<file path="config.mk">
export PLATFORM = sky130hd
export DESIGN_NAME = positional_list_insert_delete_find
export DESIGN_NICKNAME = d
export VERILOG_FILES = /design/src/rtl/core/pli_pkg.sv /design/src/rtl/core/pli_mem.sv /design/src/rtl/core/positional_list_insert_delete_find.sv
export SDC_FILE = /design/constraint.sdc
export NUM_CORES = 1
export LEC_CHECK = 0
export BUFFER_PORTS_ARGS = -buffer_cell sky130_fd_sc_hd__buf_2
export CORE_UTILIZATION = 45
export CTS_CLUSTER_SIZE = 24
export DETAILED_ROUTE_END_ITERATION = 7
export PLACE_DENSITY_LB_ADDON = 0.25
export SETUP_SLACK_MARGIN = 0.1
export SLEW_MARGIN = 20
export SYNTH_ARGS = -nofsm -noshare
export SYNTH_HDL_FRONTEND = slang
export SYNTH_SLANG_ARGS = --single-unit
</file>
<file path="constraint.sdc">
create_clock -name i_clk -period 12.2 [get_ports i_clk]
set_clock_uncertainty 0.1 [all_clocks]
set_input_delay 3.05 -clock i_clk [delete_from_list [all_inputs] [get_ports i_clk]]
set_output_delay 3.05 -clock i_clk [all_outputs]
set_load 0.02 [all_outputs]
</file>
<file path="src/rtl/core/pli_pkg.sv">
// ----------------------------------------------------------------------------
// pli_pkg
// Shared constants, codes and types for the positional list block.
// ----------------------------------------------------------------------------
package pli_pkg;

    localparam int CAPACITY = 8;
    localparam int IDX_W    = (CAPACITY > 1) ? $clog2(CAPACITY) : 1;
    localparam int CNT_W    = $clog2(CAPACITY + 1);
    localparam int DATA_W   = 32;
    localparam int POS_W    = 8;
    localparam int CMD_W    = 2;
    localparam int STAT_W   = 3;

    typedef enum logic [CMD_W-1:0] {
        CMD_FIND   = 2'd0,
        CMD_INSERT = 2'd1,
        CMD_DELETE = 2'd2,
        CMD_NOP    = 2'd3
    } t_cmd;

    typedef enum logic [STAT_W-1:0] {
        ST_OK       = 3'd0,
        ST_FULL     = 3'd1,
        ST_ILLEGAL  = 3'd2,
        ST_EMPTY    = 3'd3,
        ST_NOTFOUND = 3'd4
    } t_status;

    typedef enum logic [2:0] {
        S_IDLE,
        S_FIND_RD,
        S_FIND_CMP,
        S_INS_RD,
        S_INS_WR,
        S_DEL_RD,
        S_DEL_WR,
        S_DONE
    } t_state;

    // one write port, one read port
    typedef struct packed {
        logic              we;
        logic [IDX_W-1:0]  waddr;
        logic [DATA_W-1:0] wdata;
        logic [IDX_W-1:0]  raddr;
    } t_mem_req;

endpackage

</file>
<file path="src/rtl/core/pli_mem.sv">
// ----------------------------------------------------------------------------
// pli_mem
// Entry store: one write port, one read port with registered read data.
// ----------------------------------------------------------------------------
module pli_mem import pli_pkg::*; (
    input  logic              i_clk,
    input  t_mem_req          i_req,
    output logic [DATA_W-1:0] o_rdata
);

    logic [DATA_W-1:0] mem [CAPACITY];
    logic [DATA_W-1:0] r_rdata;

    always_ff @(posedge i_clk) begin
        if (i_req.we) begin
            mem[i_req.waddr] <= i_req.wdata;
        end
    end

    always_ff @(posedge i_clk) begin
        r_rdata <= mem[i_req.raddr];
    end

    assign o_rdata = r_rdata;

endmodule

</file>
<file path="src/rtl/core/positional_list_insert_delete_find.sv">
// ----------------------------------------------------------------------------
// positional_list_insert_delete_find
// Ordered list of signed 32-bit entries with find, insert and delete.
// ----------------------------------------------------------------------------
// Sequencing: a rejected or no-op request goes straight to the done state;
//   find reads and compares one entry at a time, and insert and delete move
//   one entry at a time through a read state and a write state, as the entry
//   store's read data is registered. The done state holds until the result slot is free.
// Throughput: one request at a time; a new one is taken while a result waits.
// Reset (sync, active low) empties the list; entry contents are not cleared.
module positional_list_insert_delete_find import pli_pkg::*; (
    input  logic                     i_clk,
    input  logic                     i_rst_n,
    input  logic                     i_valid,
    output logic                     o_ready,
    input  logic [CMD_W-1:0]         i_command,
    input  logic signed [DATA_W-1:0] i_value,
    input  logic [POS_W-1:0]         i_position,
    output logic                     o_valid,
    input  logic                     i_ready,
    output logic [STAT_W-1:0]        o_status,
    output logic [POS_W-1:0]         o_found_position,
    output logic [POS_W-1:0]         o_length
);

    t_state            r_state, n_state;
    logic [CNT_W-1:0]  r_count, n_count;
    logic [IDX_W-1:0]  r_idx, n_idx;
    logic [IDX_W-1:0]  r_pos, n_pos;
    logic [DATA_W-1:0] r_val, n_val;
    t_status           r_status, n_status;
    logic [POS_W-1:0]  r_found, n_found;

    logic              r_out_valid;
    t_status           r_out_status;
    logic [POS_W-1:0]  r_out_found;
    logic [POS_W-1:0]  r_out_len;

    t_mem_req          mem_req;
    logic [DATA_W-1:0] mem_rdata;

    logic              accept;
    logic              slot_free;
    logic              cmp_hit;
    logic [CNT_W-1:0]  idx_inc;
    logic [POS_W-1:0]  count_ext;
    logic              is_full;

    assign accept    = i_valid && o_ready;
    assign slot_free = !r_out_valid || i_ready;
    assign cmp_hit   = (mem_rdata == r_val);
    assign idx_inc   = CNT_W'(r_idx) + CNT_W'(1);
    assign count_ext = POS_W'(r_count);
    assign is_full   = (r_count >= CNT_W'(CAPACITY));

    pli_mem u_mem (
        .i_clk   (i_clk),
        .i_req   (mem_req),
        .o_rdata (mem_rdata)
    );

    // next state
    always_comb begin
        n_state = r_state;
        unique case (r_state)
            S_IDLE: begin
                if (i_valid) begin
                    unique case (t_cmd'(i_command))
                        CMD_FIND:   n_state = (r_count == '0) ? S_DONE : S_FIND_RD;
                        CMD_INSERT: n_state = (is_full || i_position > count_ext) ?
                                              S_DONE : S_INS_RD;
                        CMD_DELETE: n_state = (i_position >= count_ext) ?
                                              S_DONE : S_DEL_RD;
                        default:    n_state = S_DONE;
                    endcase
                end
            end
            S_FIND_RD:  n_state = S_FIND_CMP;
            S_FIND_CMP: n_state = (cmp_hit || idx_inc >= r_count) ? S_DONE : S_FIND_RD;
            S_INS_RD:   n_state = (r_idx == r_pos) ? S_DONE : S_INS_WR;
            S_INS_WR:   n_state = S_INS_RD;
            S_DEL_RD:   n_state = (idx_inc >= r_count) ? S_DONE : S_DEL_WR;
            S_DEL_WR:   n_state = S_DEL_RD;
            S_DONE:     n_state = slot_free ? S_IDLE : S_DONE;
            default:    n_state = S_IDLE;
        endcase
    end

    // outputs and datapath
    always_comb begin
        o_ready       = (r_state == S_IDLE);
        n_count       = r_count;
        n_idx         = r_idx;
        n_pos         = r_pos;
        n_val         = r_val;
        n_status      = r_status;
        n_found       = r_found;
        mem_req.we    = 1'b0;
        mem_req.waddr = r_idx;
        mem_req.wdata = mem_rdata;
        mem_req.raddr = r_idx;
        unique case (r_state)
            S_IDLE: begin
                if (i_valid) begin
                    n_val    = i_value;
                    n_pos    = i_position[IDX_W-1:0];
                    n_found  = '0;
                    n_status = ST_OK;
                    unique case (t_cmd'(i_command))
                        CMD_FIND: begin
                            n_idx = '0;
                            if (r_count == '0) begin
                                n_status = ST_NOTFOUND;
                            end
                        end
                        CMD_INSERT: begin
                            // fullness takes priority over a bad position
                            n_idx = r_count[IDX_W-1:0];
                            if (is_full) begin
                                n_status = ST_FULL;
                            end else if (i_position > count_ext) begin
                                n_status = ST_ILLEGAL;
                            end
                        end
                        CMD_DELETE: begin
                            n_idx = i_position[IDX_W-1:0];
                            if (i_position >= count_ext) begin
                                n_status = ST_EMPTY;
                            end
                        end
                        default: ;
                    endcase
                end
            end
            S_FIND_RD: ;
            S_FIND_CMP: begin
                if (cmp_hit) begin
                    n_found = POS_W'(r_idx);
                end else if (idx_inc >= r_count) begin
                    n_status = ST_NOTFOUND;
                end else begin
                    n_idx = idx_inc[IDX_W-1:0];
                end
            end
            S_INS_RD: begin
                if (r_idx == r_pos) begin
                    mem_req.we    = 1'b1;
                    mem_req.wdata = r_val;
                    n_count       = r_count + CNT_W'(1);
                end else begin
                    mem_req.raddr = r_idx - IDX_W'(1);
                end
            end
            S_INS_WR: begin
                // move entry idx-1 up to idx
                mem_req.we = 1'b1;
                n_idx      = r_idx - IDX_W'(1);
            end
            S_DEL_RD: begin
                if (idx_inc >= r_count) begin
                    n_count = r_count - CNT_W'(1);
                end else begin
                    mem_req.raddr = idx_inc[IDX_W-1:0];
                end
            end
            S_DEL_WR: begin
                // move entry idx+1 down to idx
                mem_req.we = 1'b1;
                n_idx      = idx_inc[IDX_W-1:0];
            end
            S_DONE: ;
            default: ;
        endcase
    end

    always_ff @(posedge i_clk) begin
        if (!i_rst_n) begin
            r_state <= S_IDLE;
            r_count <= '0;
        end else begin
            r_state <= n_state;
            r_count <= n_count;
        end
    end

    always_ff @(posedge i_clk) begin
        r_idx    <= n_idx;
        r_pos    <= n_pos;
        r_val    <= n_val;
        r_status <= n_status;
        r_found  <= n_found;
    end

    // result register
    always_ff @(posedge i_clk) begin
        if (!i_rst_n) begin
            r_out_valid <= 1'b0;
        end else if (r_state == S_DONE && slot_free) begin
            r_out_valid <= 1'b1;
        end else if (i_ready) begin
            r_out_valid <= 1'b0;
        end
    end

    always_ff @(posedge i_clk) begin
        if (r_state == S_DONE && slot_free) begin
            r_out_status <= r_status;
            r_out_found  <= r_found;
            r_out_len    <= count_ext;
        end
    end

    assign o_valid          = r_out_valid;
    assign o_status         = r_out_status;
    assign o_found_position = r_out_found;
    assign o_length         = r_out_len;

    logic unused_accept;
    assign unused_accept = accept;

    a_count_bound: assert property (@(posedge i_clk) disable iff (!i_rst_n)
        r_count <= CNT_W'(CAPACITY))
        else $error("list count above capacity");

    a_write_in_move: assert property (@(posedge i_clk) disable iff (!i_rst_n)
        mem_req.we |-> (r_state == S_INS_RD || r_state == S_INS_WR ||
                        r_state == S_DEL_WR))
        else $error("store written outside insert or delete");

    a_result_from_done: assert property (@(posedge i_clk) disable iff (!i_rst_n)
        ($past(i_rst_n) && $rose(r_out_valid)) |-> $past(r_state == S_DONE))
        else $error("result loaded outside done state");

    a_count_change: assert property (@(posedge i_clk) disable iff (!i_rst_n)
        ($past(i_rst_n) && r_count != $past(r_count)) |->
            $past(r_state == S_INS_RD || r_state == S_DEL_RD))
        else $error("count changed outside insert or delete");

    a_idle_on_accept: assert property (@(posedge i_clk) disable iff (!i_rst_n)
        accept |=> (r_state != S_IDLE))
        else $error("request accepted without leaving idle");

endmodule

</file>
==> impl_metrics.prom <==
# TYPE chip_impl_metric gauge
chip_impl_metric{name="drv_cap",unit=""} 0
chip_impl_info{name="holdCritStartpoint",value="r_status[2]"} 1
chip_impl_metric{name="wirelength_per_cell",unit="µm"} 22.4
chip_impl_metric{name="yosys.area.top_type_share",unit="%"} 65.5
chip_impl_metric{name="cts_htree_levels",unit=""} 2
chip_impl_metric{name="ant_nets",unit=""} 0
chip_impl_info{name="cts_root_buffer",value="sky130_fd_sc_hd__clkbuf_16"} 1
chip_impl_metric{name="drcViolationCount",unit=""} 9
chip_impl_metric{name="clock-sinks",unit=""} 350
chip_impl_metric{name="synthSimpleGateAreaFrac",unit="%"} 2.98
chip_impl_metric{name="post_synth_inst_count",unit=""} 718
chip_impl_metric{name="netlist_area",unit="mm²"} 0.0142
chip_impl_metric{name="path_max_fanout",unit=""} 16
chip_impl_metric{name="post-dp-hpwl",unit="µm"} 15000
chip_impl_info{name="run_status",value="finished, violations left"} 1
chip_impl_metric{name="synth_xor_area_share",unit="%"} 2.76
chip_impl_metric{name="area.growth.synth_to_final",unit="%"} 14.0
chip_impl_info{name="yosys-top-cells-area",value="sky130_fd_sc_hd__edfxtp_1 (65%), sky130_fd_sc_hd__mux4_1 (9.1%), sky130_fd_sc_hd__dfxtp_1 (5.6%)"} 1
chip_impl_metric{name="ys.warnings.count",unit=""} 0
chip_impl_metric{name="synth-seq-area-share",unit="%"} 71.1
chip_impl_metric{name="initial_core_util",unit="%"} 46.1
chip_impl_metric{name="drt_iter0_drc",unit=""} 452
chip_impl_info{name="critical_path.endpoint_type",value="primary output"} 1
chip_impl_metric{name="worst_setup_hold_path_clk_slew",unit="ns"} 0.06
chip_impl_info{name="tritoncts_clock_tree",value="yes"} 1
chip_impl_metric{name="power_density",unit="mW/mm²"} 262
chip_impl_info{name="r2r-start",value="r_idx[1]"} 1
chip_impl_metric{name="die-height",unit="µm"} 180
chip_impl_metric{name="cts.repair.resized",unit=""} 0
chip_impl_info{name="rsz_0062_raised_after_global_routing",value="false"} 1
chip_impl_metric{name="core_region_area",unit="mm²"} 0.0308
chip_impl_info{name="synthDominantAreaCellType",value="sky130_fd_sc_hd__edfxtp_1"} 1
chip_impl_metric{name="max-slew-margin-rel",unit="%"} 25.0
chip_impl_info{name="synth_top_family_by_area",value="multiplexers"} 1
chip_impl_metric{name="dpl.cell_count",unit=""} 1158
chip_impl_info{name="postSynth.topFlopCell",value="sky130_fd_sc_hd__edfxtp_1"} 1
chip_impl_info{name="cpMaxStageDelayCell",value="sky130_fd_sc_hd__dfxtp_1"} 1
chip_impl_metric{name="cts.path.max_buffers",unit=""} 3
chip_impl_info{name="critical_path.startpoint_type",value="flip-flop"} 1
chip_impl_metric{name="timing.critical_path.arrival",unit="ns"} 1.68
chip_impl_metric{name="critical-path-max-stage-delay",unit="ns"} 0.46
chip_impl_metric{name="worst-path-buf-inv",unit=""} 2
chip_impl_metric{name="synth_adder_area_share",unit="%"} 1.55
chip_impl_metric{name="hold_viol_final",unit=""} 0
chip_impl_metric{name="multiplexer_share_of_the_synthesized_area",unit="%"} 16.7
chip_impl_metric{name="netlist-cell-type-count",unit=""} 58
chip_impl_metric{name="buffer_ports.inserted",unit=""} 57
chip_impl_metric{name="wirelength",unit="µm"} 27500
chip_impl_metric{name="via_count_of_the_first_global_routing_pass",unit=""} 7076
chip_impl_metric{name="overflow",unit=""} 0
chip_impl_metric{name="chipWidth",unit="µm"} 180
chip_impl_metric{name="timing.setup.tns",unit="ns"} 0
chip_impl_metric{name="post_cts_setup_buffers",unit=""} 0
chip_impl_metric{name="syn_area_per_cell",unit="µm²"} 19.8
chip_impl_info{name="failed_checks",value="design-rule violations"} 1
chip_impl_metric{name="cellLeakagePower",unit="nW"} 5.46
chip_impl_metric{name="via_count",unit=""} 6901
chip_impl_metric{name="overall_global_routing_resource_usage",unit="%"} 17.4
chip_impl_metric{name="drt_pre_antenna_iters",unit=""} 8
chip_impl_metric{name="max_freq",unit="MHz"} 207
chip_impl_metric{name="grt_pass1_wl",unit="µm"} 42200
chip_impl_info{name="crit_path_start",value="r_state[0]"} 1
chip_impl_metric{name="synth_compound_gate_area_share",unit="%"} 2.46
chip_impl_metric{name="antenna_found_initial",unit=""} 1
chip_impl_info{name="timing.hold.worst.class",value="flip-flop to flip-flop"} 1
chip_impl_metric{name="stdcell_count",unit=""} 1226
chip_impl_metric{name="worst-slew-pin-transition",unit="ns"} 1.11
chip_impl_info{name="cp_top_family",value="flip-flops"} 1
chip_impl_metric{name="gpl.final_weighted_congestion",unit=""} 0.882
chip_impl_metric{name="min_period",unit="ns"} 4.83
chip_impl_info{name="timing.setup.critical_path_class",value="flip-flop to primary output"} 1
chip_impl_metric{name="final_net_count",unit=""} 864
chip_impl_metric{name="report.final.setup_viol",unit=""} 0
chip_impl_info{name="path_cells",value="or3_1 > inv_1 > buf_2"} 1
chip_impl_metric{name="ios",unit=""} 67
chip_impl_metric{name="synth_enable_flop_cells",unit=""} 310
chip_impl_metric{name="fp.dieArea",unit="mm²"} 0.0323
chip_impl_metric{name="worstSkewPairLatency",unit="ns"} 0.53
chip_impl_metric{name="vdd.ir_drop.worst",unit="mV"} 0.152
chip_impl_metric{name="row_count",unit=""} 64
chip_impl_metric{name="timing.final.max_slew_violations",unit=""} 0
chip_impl_metric{name="numCtsBuffers",unit=""} 37
chip_impl_metric{name="vias_per_cell",unit=""} 5.63
chip_impl_metric{name="drive_above_1_share",unit="%"} 27.3
chip_impl_metric{name="diodes",unit=""} 0
chip_impl_metric{name="ctsHoldBuffers",unit=""} 0
chip_impl_metric{name="synthArstFlopShare",unit="%"} 0
chip_impl_metric{name="design_power_total",unit="mW"} 4.26
chip_impl_metric{name="post-route-period-util",unit="%"} 39.6
chip_impl_metric{name="grt_max_degree",unit=""} 51
chip_impl_metric{name="worstPathRequired",unit="ns"} 9.05
chip_impl_metric{name="ys_ff_latch",unit=""} 350
[Yosys cell counts, types with 2 or more instances]
cell and number:
sky130_fd_sc_hd__nand2_1 13, sky130_fd_sc_hd__dfxtp_1 40, sky130_fd_sc_hd__nand3_1 7, sky130_fd_sc_hd__mux2_2 64, sky130_fd_sc_hd__inv_1 14, sky130_fd_sc_hd__a22oi_1 3
sky130_fd_sc_hd__o21a_1 2, sky130_fd_sc_hd__mux4_1 49, sky130_fd_sc_hd__and2_1 5, sky130_fd_sc_hd__nand4_1 7, sky130_fd_sc_hd__o221ai_1 3, sky130_fd_sc_hd__a21oi_1 8
sky130_fd_sc_hd__o21ai_0 11, sky130_fd_sc_hd__nor3b_1 2, sky130_fd_sc_hd__mux4_2 15, sky130_fd_sc_hd__buf_4 9, sky130_fd_sc_hd__and3_1 2, sky130_fd_sc_hd__nor3_1 7
sky130_fd_sc_hd__nor2_1 14, sky130_fd_sc_hd__ha_1 16, sky130_fd_sc_hd__nand2b_1 3, sky130_fd_sc_hd__or3_1 2, sky130_fd_sc_hd__a21boi_0 3, sky130_fd_sc_hd__a21o_1 3
sky130_fd_sc_hd__nor2b_1 4, sky130_fd_sc_hd__clkbuf_1 16, sky130_fd_sc_hd__nor4_1 2, sky130_fd_sc_hd__xnor2_1 35, sky130_fd_sc_hd__xor2_1 8, sky130_fd_sc_hd__buf_12 6
sky130_fd_sc_hd__a211oi_1 3, sky130_fd_sc_hd__a31oi_1 2, sky130_fd_sc_hd__edfxtp_1 310, sky130_fd_sc_hd__o31ai_1 2, sky130_fd_sc_hd__mux2i_1 3, sky130_fd_sc_hd__buf_6 3
[cell type report]
type,count,area (µm²)
multi-input combinational,326,3890
clock buffer,53,1080
inverter,15,56.3
clock inverter,15,174
fill,2411,14600
sequential,350,10100
tap,396,495
timing repair buffer,71,410
[registers in the layout (all words and copies together), names as in the netlist, 4 cells and up]
name and cells:
u_mem.mem 256, u_mem.o_rdata 32, o_length 4, r_count 4
r_val 32
[cell families (layout without fill, tap and decap cells)]
kind of cell	after synthesis	after routing
other	1	9
DFF	350	350
buffers and inverters	50	154
AOI/OAI and AO/OA	48	48
and+or+nand+nor	77	77
adders and majority gates	17	17
xor gates and xnor gates	44	44
muxes	131	131
[metrics by stage]
stage               setup slack (ns)  util, %  cell area, µm²  hold WS (ns)
floorplan                       7.50        -           14200         0.300
finish                          7.37     52.6           16200         0.325
detailed placement              7.06     48.5           15000         0.315
global placement                7.19     48.4           14900         0.313
CTS                             7.36     52.6           16200         0.332
global route                    7.27     52.6           16200         0.338
[layout by cell type (no fill, tap or decap), types with 9 or more instances in the layout]
master,n
sky130_fd_sc_hd__buf_2,57
sky130_fd_sc_hd__buf_4,13
sky130_fd_sc_hd__clkbuf_16,38
sky130_fd_sc_hd__mux2_2,64
sky130_fd_sc_hd__dfxtp_1,40
sky130_fd_sc_hd__inv_1,14
sky130_fd_sc_hd__xnor2_1,34
sky130_fd_sc_hd__conb_1,9
sky130_fd_sc_hd__o21ai_0,11
sky130_fd_sc_hd__edfxtp_1,310
sky130_fd_sc_hd__mux4_1,49
sky130_fd_sc_hd__mux4_2,15
sky130_fd_sc_hd__ha_1,16
sky130_fd_sc_hd__nand2_1,13
[where the power goes]
part	internal [mW]	switching (mW)	leakage (nW)	total, mW
sequential	1.66	0.108	3.15	1.76
clock	0.682	0.446	0.613	1.13
combinational	0.679	0.684	1.70	1.36
[routing by layer]
metal	track usage (%)	vias up	share of wire, %
li1	-	3065	-
met1	22.9	3582	43
met2	29.3	208	50
met3	3.12	44	5.3
met4	5.31	2	2.0
met5	0	-	0.047
[final timing paths]
path	to	slack [ns]	depth (start not counted)
max	o_ready	7.37	3
max reg2reg	u_mem.o_rdata[16]	7.81	12
min reg2reg	o_status[2]	0.32	0
min	o_status[2]	0.32	0
(Power assumes the default switching activity.)
